## src/icsp_pkg.sv

```systemverilog
package icsp_pkg;

    localparam int DATA_W        = 14;
    localparam int WORD_BITS_DEF = 14;
    localparam int CMD_BITS      = 6;
    localparam int Q_DEPTH       = 2;
    localparam int IN_TDATA_W    = 16;
    localparam int OUT_TDATA_W   = 24;

    typedef enum logic [2:0] {
        OP_LOAD_CFG   = 3'd0,
        OP_LOAD_DATA  = 3'd1,
        OP_READ_DATA  = 3'd2,
        OP_INCREMENT  = 3'd3,
        OP_ERASE_PROG = 3'd4,
        OP_BULK_ERASE = 3'd5,
        OP_SAMPLE     = 3'd6
    } t_op;

    typedef struct packed {
        t_op               op;
        logic [DATA_W-1:0] word;
        logic              pin;
    } t_item;

    typedef struct packed {
        logic              drive_enable;
        logic              data_bit;
        logic              word_valid;
        logic [DATA_W-1:0] read_word;
        logic              match;
        logic              last;
    } t_slot;

    // Command codes, bit 0 goes out first.
    function automatic logic [CMD_BITS-1:0] cmd_code(input t_op op);
        logic [CMD_BITS-1:0] code;
        case (op)
            OP_LOAD_CFG:   code = 6'h00;
            OP_LOAD_DATA:  code = 6'h02;
            OP_READ_DATA:  code = 6'h04;
            OP_INCREMENT:  code = 6'h06;
            OP_ERASE_PROG: code = 6'h08;
            OP_BULK_ERASE: code = 6'h09;
            default:       code = 6'h00;
        endcase
        return code;
    endfunction

endpackage

```

## src/icsp_programming_serializer_core.sv

```systemverilog
// Channel  | Dir | Transfer carries
// s_axis   | in  | tuser: operation[2:0]; tdata: data_word[13:0], pin_level[14]
// m_axis   | out | tdata: drive_enable, data_bit, word_valid, read_word, match;
//          |     | tlast: last slot of the command's run
//
// One slot per cycle while m_axis_tready allows: a load emits 6+WORD_BITS+2 slots,
// other commands 6, a sample 1 (none without a pending read); the serializer unit in the back end sets this.
// A two-entry command queue takes new transfers while a command serializes.
// The output register holds a slot while m_axis_tready is low.
// Reset is synchronous, active low; no clearing pass.
module icsp_programming_serializer_core #(
    parameter int WORD_BITS = icsp_pkg::WORD_BITS_DEF
) (
    input  logic                                 i_clk,
    input  logic                                 i_rst_n,
    input  logic                                 s_axis_tvalid,
    output logic                                 s_axis_tready,
    // [13:0] data_word, [14] pin_level, [15] zero
    input  logic [icsp_pkg::IN_TDATA_W-1:0]      s_axis_tdata,
    // [2:0] operation
    input  logic [2:0]                           s_axis_tuser,
    output logic                                 m_axis_tvalid,
    input  logic                                 m_axis_tready,
    // [0] drive_enable, [1] data_bit, [2] word_valid, [16:3] read_word,
    // [17] match, [23:18] zero
    output logic [icsp_pkg::OUT_TDATA_W-1:0]     m_axis_tdata,
    output logic                                 m_axis_tlast
);
    import icsp_pkg::*;

    logic   q_valid;
    t_item  q_item;
    logic   q_pop;
    t_slot  slot;

    icsp_front u_front (
        .i_clk         (i_clk),
        .i_rst_n       (i_rst_n),
        .s_axis_tvalid (s_axis_tvalid),
        .s_axis_tready (s_axis_tready),
        .s_axis_tdata  (s_axis_tdata),
        .s_axis_tuser  (s_axis_tuser),
        .o_q_valid     (q_valid),
        .o_q_item      (q_item),
        .i_q_pop       (q_pop)
    );

    icsp_back #(
        .WORD_BITS (WORD_BITS)
    ) u_back (
        .i_clk        (i_clk),
        .i_rst_n      (i_rst_n),
        .i_q_valid    (q_valid),
        .i_q_item     (q_item),
        .o_q_pop      (q_pop),
        .o_slot_valid (m_axis_tvalid),
        .i_slot_ready (m_axis_tready),
        .o_slot       (slot)
    );

    assign m_axis_tdata = {
        (OUT_TDATA_W - DATA_W - 4)'(0),
        slot.match,
        slot.read_word,
        slot.word_valid,
        slot.data_bit,
        slot.drive_enable
    };
    assign m_axis_tlast = slot.last;

endmodule

```

## src/icsp_front.sv

```systemverilog
module icsp_front (
    input  logic                                i_clk,
    input  logic                                i_rst_n,
    input  logic                                s_axis_tvalid,
    output logic                                s_axis_tready,
    input  logic [icsp_pkg::IN_TDATA_W-1:0]     s_axis_tdata,
    input  logic [2:0]                          s_axis_tuser,
    output logic                                o_q_valid,
    output icsp_pkg::t_item                     o_q_item,
    input  logic                                i_q_pop
);
    import icsp_pkg::*;

    localparam int PTR_W = $clog2(Q_DEPTH);
    localparam int CNT_W = $clog2(Q_DEPTH + 1);

    t_item              r_q [Q_DEPTH];
    logic [PTR_W-1:0]   r_wp, n_wp;
    logic [PTR_W-1:0]   r_rp, n_rp;
    logic [CNT_W-1:0]   r_cnt, n_cnt;
    logic               accept;
    logic               push;
    logic               pop;
    t_item              in_item;

    assign s_axis_tready = (r_cnt != CNT_W'(Q_DEPTH));
    assign accept        = s_axis_tvalid && s_axis_tready;

    always_comb begin
        in_item.op   = t_op'(s_axis_tuser);
        in_item.word = s_axis_tdata[DATA_W-1:0];
        in_item.pin  = s_axis_tdata[DATA_W];
    end

    // drop the unused operation code here
    assign push      = accept && (s_axis_tuser != 3'd7);
    assign o_q_valid = (r_cnt != '0);
    assign o_q_item  = r_q[r_rp];
    assign pop       = i_q_pop && o_q_valid;

    always_comb begin
        n_wp  = r_wp;
        n_rp  = r_rp;
        n_cnt = r_cnt;
        if (push) begin
            n_wp = (r_wp == PTR_W'(Q_DEPTH - 1)) ? '0 : r_wp + 1'b1;
        end
        if (pop) begin
            n_rp = (r_rp == PTR_W'(Q_DEPTH - 1)) ? '0 : r_rp + 1'b1;
        end
        if (push && !pop) begin
            n_cnt = r_cnt + 1'b1;
        end else if (pop && !push) begin
            n_cnt = r_cnt - 1'b1;
        end
    end

    always_ff @(posedge i_clk) begin
        if (push) begin
            r_q[r_wp] <= in_item;
        end
    end

    always_ff @(posedge i_clk) begin
        if (!i_rst_n) begin
            r_wp  <= '0;
            r_rp  <= '0;
            r_cnt <= '0;
        end else begin
            r_wp  <= n_wp;
            r_rp  <= n_rp;
            r_cnt <= n_cnt;
        end
    end

    a_cnt_bound: assert property (@(posedge i_clk) disable iff (!i_rst_n)
        r_cnt <= CNT_W'(Q_DEPTH))
        else $error("queue count out of range");

    a_full_no_push: assert property (@(posedge i_clk) disable iff (!i_rst_n)
        (r_cnt == CNT_W'(Q_DEPTH)) && !i_q_pop |=> (r_cnt == CNT_W'(Q_DEPTH)))
        else $error("full queue changed without a pop");

    a_ptr_gap: assert property (@(posedge i_clk) disable iff (!i_rst_n)
        (r_cnt == '0) || (r_cnt == CNT_W'(Q_DEPTH)) |-> (r_wp == r_rp))
        else $error("queue pointers disagree with count");

endmodule

```

## src/icsp_back.sv

```systemverilog
module icsp_back #(
    parameter int WORD_BITS = icsp_pkg::WORD_BITS_DEF
) (
    input  logic             i_clk,
    input  logic             i_rst_n,
    input  logic             i_q_valid,
    input  icsp_pkg::t_item  i_q_item,
    output logic             o_q_pop,
    output logic             o_slot_valid,
    input  logic             i_slot_ready,
    output icsp_pkg::t_slot  o_slot
);
    import icsp_pkg::*;

    localparam int CNT_W  = $clog2(CMD_BITS + WORD_BITS + 2);
    localparam int RCNT_W = $clog2(WORD_BITS + 2);

    localparam logic [CNT_W-1:0]  CMD_LAST  = CNT_W'(CMD_BITS - 1);
    localparam logic [CNT_W-1:0]  START_BIT = CNT_W'(CMD_BITS);
    localparam logic [CNT_W-1:0]  DATA_END  = CNT_W'(CMD_BITS + WORD_BITS);
    localparam logic [CNT_W-1:0]  LOAD_LAST = CNT_W'(CMD_BITS + WORD_BITS + 1);
    localparam logic [RCNT_W-1:0] RD_STOP   = RCNT_W'(WORD_BITS + 1);

    typedef enum logic [1:0] {
        ST_IDLE = 2'b01,
        ST_RUN  = 2'b10
    } t_bstate;

    t_bstate                r_state, n_state;
    t_op                    r_op, n_op;
    logic [CNT_W-1:0]       r_cnt, n_cnt;
    logic [CMD_BITS-2:0]    r_code, n_code;
    logic [WORD_BITS-1:0]   r_word, n_word;
    logic [WORD_BITS-1:0]   r_loaded, n_loaded;
    logic [WORD_BITS-1:0]   r_rshift, n_rshift;
    logic [RCNT_W-1:0]      r_rcnt, n_rcnt;
    logic                   r_pend, n_pend;
    logic                   r_ovalid, n_ovalid;
    t_slot                  r_oslot, n_oslot;
    logic                   out_can;
    logic                   emit;
    t_slot                  slot;
    logic [CMD_BITS-1:0]    code;
    logic                   is_load;

    assign out_can = !r_ovalid || i_slot_ready;
    assign code    = cmd_code(i_q_item.op);
    assign is_load = (r_op == OP_LOAD_CFG) || (r_op == OP_LOAD_DATA);

    always_comb begin
        n_state  = r_state;
        n_op     = r_op;
        n_cnt    = r_cnt;
        n_code   = r_code;
        n_word   = r_word;
        n_loaded = r_loaded;
        n_rshift = r_rshift;
        n_rcnt   = r_rcnt;
        n_pend   = r_pend;
        o_q_pop  = 1'b0;
        emit     = 1'b0;
        slot     = '0;
        case (r_state)
            ST_IDLE: begin
                if (i_q_valid) begin
                    case (i_q_item.op)
                        OP_SAMPLE: begin
                            if (!r_pend) begin
                                o_q_pop = 1'b1;
                            end else if (out_can) begin
                                o_q_pop   = 1'b1;
                                emit      = 1'b1;
                                slot.last = 1'b1;
                                if (r_rcnt >= RD_STOP) begin
                                    slot.word_valid = 1'b1;
                                    slot.read_word  = DATA_W'(r_rshift);
                                    slot.match      = (r_rshift == r_loaded);
                                    n_pend          = 1'b0;
                                    n_rcnt          = '0;
                                end else begin
                                    if (r_rcnt != '0) begin
                                        n_rshift = {i_q_item.pin, r_rshift[WORD_BITS-1:1]};
                                    end
                                    n_rcnt = r_rcnt + 1'b1;
                                end
                            end
                        end
                        OP_LOAD_CFG, OP_LOAD_DATA, OP_READ_DATA,
                        OP_INCREMENT, OP_ERASE_PROG, OP_BULK_ERASE: begin
                            if (out_can) begin
                                o_q_pop           = 1'b1;
                                emit              = 1'b1;
                                slot.drive_enable = 1'b1;
                                slot.data_bit     = code[0];
                                n_code            = code[CMD_BITS-1:1];
                                n_word            = WORD_BITS'(i_q_item.word);
                                n_op              = i_q_item.op;
                                n_cnt             = CNT_W'(1);
                                n_state           = ST_RUN;
                                n_pend            = 1'b0;
                                n_rcnt            = '0;
                                if (i_q_item.op == OP_LOAD_DATA) begin
                                    n_loaded = WORD_BITS'(i_q_item.word);
                                end
                                if (i_q_item.op == OP_READ_DATA) begin
                                    n_pend   = 1'b1;
                                    n_rshift = '0;
                                end
                            end
                        end
                        default: begin
                            o_q_pop = 1'b1;
                        end
                    endcase
                end
            end
            ST_RUN: begin
                if (out_can) begin
                    emit              = 1'b1;
                    slot.drive_enable = 1'b1;
                    if (r_cnt <= CMD_LAST) begin
                        slot.data_bit = r_code[0];
                        n_code        = r_code >> 1;
                    end else if (r_cnt == START_BIT) begin
                        slot.data_bit = 1'b0;
                    end else if (r_cnt <= DATA_END) begin
                        slot.data_bit = r_word[0];
                        n_word        = r_word >> 1;
                    end else begin
                        slot.data_bit = 1'b0;
                    end
                    slot.last = is_load ? (r_cnt == LOAD_LAST) : (r_cnt == CMD_LAST);
                    if (slot.last) begin
                        n_state = ST_IDLE;
                    end else begin
                        n_cnt = r_cnt + 1'b1;
                    end
                end
            end
            default: begin
                n_state = ST_IDLE;
            end
        endcase
    end

    always_comb begin
        n_ovalid = r_ovalid;
        n_oslot  = r_oslot;
        if (emit) begin
            n_ovalid = 1'b1;
            n_oslot  = slot;
        end else if (i_slot_ready) begin
            n_ovalid = 1'b0;
        end
    end

    assign o_slot_valid = r_ovalid;
    assign o_slot       = r_oslot;

    always_ff @(posedge i_clk) begin
        r_op    <= n_op;
        r_cnt   <= n_cnt;
        r_code  <= n_code;
        r_word  <= n_word;
        r_oslot <= n_oslot;
    end

    always_ff @(posedge i_clk) begin
        if (!i_rst_n) begin
            r_state  <= ST_IDLE;
            r_loaded <= '0;
            r_rshift <= '0;
            r_rcnt   <= '0;
            r_pend   <= 1'b0;
            r_ovalid <= 1'b0;
        end else begin
            r_state  <= n_state;
            r_loaded <= n_loaded;
            r_rshift <= n_rshift;
            r_rcnt   <= n_rcnt;
            r_pend   <= n_pend;
            r_ovalid <= n_ovalid;
        end
    end

    a_idle_count: assert property (@(posedge i_clk) disable iff (!i_rst_n)
        !r_pend |-> (r_rcnt == '0))
        else $error("sample count left over without a pending read");

    a_rcnt_bound: assert property (@(posedge i_clk) disable iff (!i_rst_n)
        r_rcnt <= RD_STOP)
        else $error("sample count past stop bit");

    a_word_released: assert property (@(posedge i_clk) disable iff (!i_rst_n)
        r_ovalid && r_oslot.word_valid |-> !r_oslot.drive_enable && r_oslot.last)
        else $error("read word reported on a driven or inner slot");

    a_no_pop_in_run: assert property (@(posedge i_clk) disable iff (!i_rst_n)
        (r_state == ST_RUN) |-> !o_q_pop)
        else $error("queue popped while a command is in flight");

endmodule

```

## config.mk

```make
export PLATFORM = sky130hd
export DESIGN_NAME = icsp_programming_serializer_core
export DESIGN_NICKNAME = d
export VERILOG_FILES = /design/src/icsp_pkg.sv /design/src/icsp_programming_serializer_core.sv /design/src/icsp_front.sv /design/src/icsp_back.sv
export SDC_FILE = /design/constraint.sdc
export NUM_CORES = 1
export LEC_CHECK = 0
export ABC_AREA = 1
export BUFFER_PORTS_ARGS = -buffer_cell sky130_fd_sc_hd__buf_2
export CORE_MARGIN = 5
export CORE_UTILIZATION = 55
export CTS_BUF_LIST = sky130_fd_sc_hd__clkbuf_4
export DETAILED_ROUTE_END_ITERATION = 10
export GPL_TIMING_DRIVEN = 0
export PLACE_DENSITY = 0.71
export SYNTH_ARGS = -nofsm -noshare
export SYNTH_HDL_FRONTEND = slang
export SYNTH_SLANG_ARGS = --single-unit
export TNS_END_PERCENT = 50
```

## constraint.sdc

```tcl
create_clock -name i_clk -period 3.6 [get_ports i_clk]
set_input_delay 0.72 -clock i_clk [delete_from_list [all_inputs] [get_ports i_clk]]
set_output_delay 0.72 -clock i_clk [all_outputs]
set_load 0.01 [all_outputs]
```

==> impl_results.md <==
* Nets at roughly 660
* PwrDens at roughly 740 mW/mm^2
* Clock network fraction of total power at 20.1%
* Worst Hold Class: in2reg
* CTS tree: built
* WL final at 10,200 um
* Most used DFF post-synth: edfxtp_1
* Ys async rst share at 0%
* Number of max-slew violations in the final report at 0
* Clock Latency Late Sink at about 500 ps
* Worst path slowest cell: dfxtp_1
* Post-placement setup slack at between 800 and 900 ps
* Syn avg cell area at roughly 9.6 um^2
* Sequential Power Share at 46.3%
* Sink Count at 120
* TNS Setup at 0 ps
* Syn-to-layout area delta at 12.5%
* Final GP Congestion at 0.849
* Finish-stage setup viols at 0
* Die area at approximately 0.012 mm^2
* Area of the core at between 0.009 and 0.01 mm^2
* Synth Instances at approximately 570
* RSZ-0062 raised after global routing: false
* DRT Pass-1 Iters at 5
* Cell with the most instances after synthesis: nand2_1
* Drt initial violations at 170
* First-pass GRT wire length at 17,000 um
* Number of port buffers at 42
* Rel. slew slack at 38.3%
* Final Hold Viols at 0
* Die Ht at 109 um
* Crit Path Max Fanout at 10
* Stages on the worst setup path at 14
* Seq/Total Area, Yosys at 59.1%
* Crit-path cells: inv_1 > nand2_1 > nand2_2 > buf_6 > nand3_2 > nand2_2 > nor2_1 > nor2_1 > inv_1 > ha_1 > a21oi_1 > o21ai_0 > o21ai_0 > a21oi_1
* Fillers at 809
* Syn. warnings at 0
* Clock Root Buffer: clkbuf_4
* Crit path kind: reg2reg
* Initial antenna violation count at 0
* Outcome: complete, no violations
* Peak supply drop at 0.495 mV
* Max Cap Viol at 0
* CP delay by family, top: simple AND/OR/NAND/NOR gates
* Sw frac at 37.2%
* Fmax achieved at 420 MHz
* CP required at between 3000 and 4000 ps
* Grt ovf at 0
* WHS at 395 ps
* Largest cells by area after synthesis: edfxtp_1 (44%), dfxtp_1 (15%), nand2_1 (7.2%)
* Fin worst setup slack at approximately 1200 ps
* Post-synth top area cell: edfxtp_1
* Leak pwr at 0.00239 uW
* TritonCTS buffer count at 17
* # H-tree levels at 4
* Final worst clock skew at 9.94 ps
* Tcrit/Tclk final at ~66%
* Worst path max stage delay at ~330 ps
* Starting density of the core at 55.8%
* Num ports at 50
* Psw at 1680 uW
* #FFs+latches synth at 120
* Crit path DAT at 2770 ps
* Most frequent cells after synthesis: nand2_1 (104), edfxtp_1 (79), inv_1 (78), o21ai_0 (49), a21oi_1 (44)
* EDFF count, synth at 79
* CTS resizes at 0
* Final Critical Period at around 2400 ps
* CP Launch Type: register
* Total internal power at 2830 uW
* Antenna-violating nets left at 0
* Vias in the first global route at between 3,000 and 4,000
* Hold depth at 1
* Finished Cell Area at 0.00607 mm^2
* Share of cells above drive strength 1 at roughly a fifth
* Clock buffer depth at 2
* DRC violations left at 0
* Worst path bufs/invs at 3
* Post-CTS setup buffers at 0
* FP Rows at 36
* Distinct cells, synth at 33
* N_diodes at 0
* Nature of the critical path endpoint: register
* Detailed Place HPWL at 7510 um
* Routed wire per std cell at 13.1 um
* Worst-margin pin slew at just over 900 ps
* Comb power frac at 33.6%
* Vias/cell at between 4 and 5
* Worst R2R Path Depth at 14
* DP Area at around 0.0058 mm^2
* Total number of vias at 3,863
* Post-Syn Area at 0.00540 mm^2
* Hold-fix buffers, CTS at 0
* Largest net degree at the start of global routing at 20
* CTS clk-pin slew, worst paths at approximately 110 ps
* Die span in x at 109 um
* GRT Util Overall at between 10% and 20%
* Area share of the largest cell type after synthesis at a little over two fifths
placed cells by master (no fill, tap or decap), drive strengths merged:
cell type	Yosys	final
nor2	49	49
clkinv	1	12
a21oi	44	44
nor3	5	5
conb	1	6
edfxtp	79	79
or2	14	14
o21a	1	1
bufinv	0	2
nand2	116	116
nand4	9	9
buf	14	56
xnor2	1	1
xor2	2	2
clkinvlp	0	1
clkbuf	9	27
dfxtp	41	41
o21ai	49	49
ha	9	9
inv	80	80
a31oi	1	1
mux2i	3	3
nand3	37	37
cells by family after synthesis:
kind of cell / Yosys count / synth area share (%)
AOI/OAI and AO/OA: 95 / 8.87
adders and majority gates: 9 / 2.08
other: 1 / 0.0694
xor gates and xnor gates: 3 / 0.487
buffers and inverters: 104 / 8.41
and+or+nand+nor: 230 / 20.4
DFF: 120 / 59.1
muxes: 3 / 0.556
worst paths after layout:
| path | start | slack, ps | to |
|---|---|---|---|
| setup / recovery | register | 1220 | u_front.r_cnt[1] |
| hold / removal | s_axis_tdata[9] | 400 | u_front.r_q[0][10] |
| setup reg to reg | register | 1220 | u_front.r_cnt[1] |
| hold reg to reg | u_back.r_loaded[11] | 470 | u_back.r_loaded[11] |
routing by layer:
metal	GRT usage, %	wire, um	vias to the layer above
li1	-	-	1991
met1	24.0	4770	1771
met2	30.5	4830	91
met3	4.68	490	10
met4	6.85	109	0
met5	0	0	-
area by class of cell:
type	instances	area (um^2)	share of cell area (%)
multi-input combinational	346	1780	29.3
sequential	120	3190	52.6
clock inverter	14	134	2.20
tap	133	166	2.74
timing repair buffer	42	210	3.46
clock buffer	18	135	2.22
buffer	23	149	2.45
inverter	81	305	5.03
power by group through the flow:
stage | clock network (uW) | registers [uW] | logic, uW
global route | 990 | 2120 | 1730
CTS | 925 | 2090 | 1520
finish | 906 | 2090 | 1510
detailed placement | 0 | 2120 | 1510
global placement | 0 | 2110 | 1460
floorplan | 0 | 2140 | 1060
state kept, by name, indices dropped and copies added, names as in the netlist, 2 cells and up, named ones only:
name	cells
u_back.o_slot	19
u_back.r_state	2
u_back.r_word	14
u_front.r_cnt	2
u_front.r_q	36
u_back.r_rcnt	4
u_back.r_loaded	14
u_back.r_code	3
u_back.r_cnt	5
u_back.r_rshift	14
u_back.r_op	2
stage by stage:
| stage | util, % | power, uW | instances |
|---|---|---|---|
| after floorplan | - | 3200 | 570 |
| after global placement | 59.9 | 3570 | 745 |
| after detailed placement | 59.9 | 3630 | 745 |
| after CTS | 62.7 | 4540 | 777 |
| after global routing | 62.7 | 4840 | 777 |
| final | 62.7 | 4510 | 777 |
No activity file was read; power rests on OpenSTA's default activity.
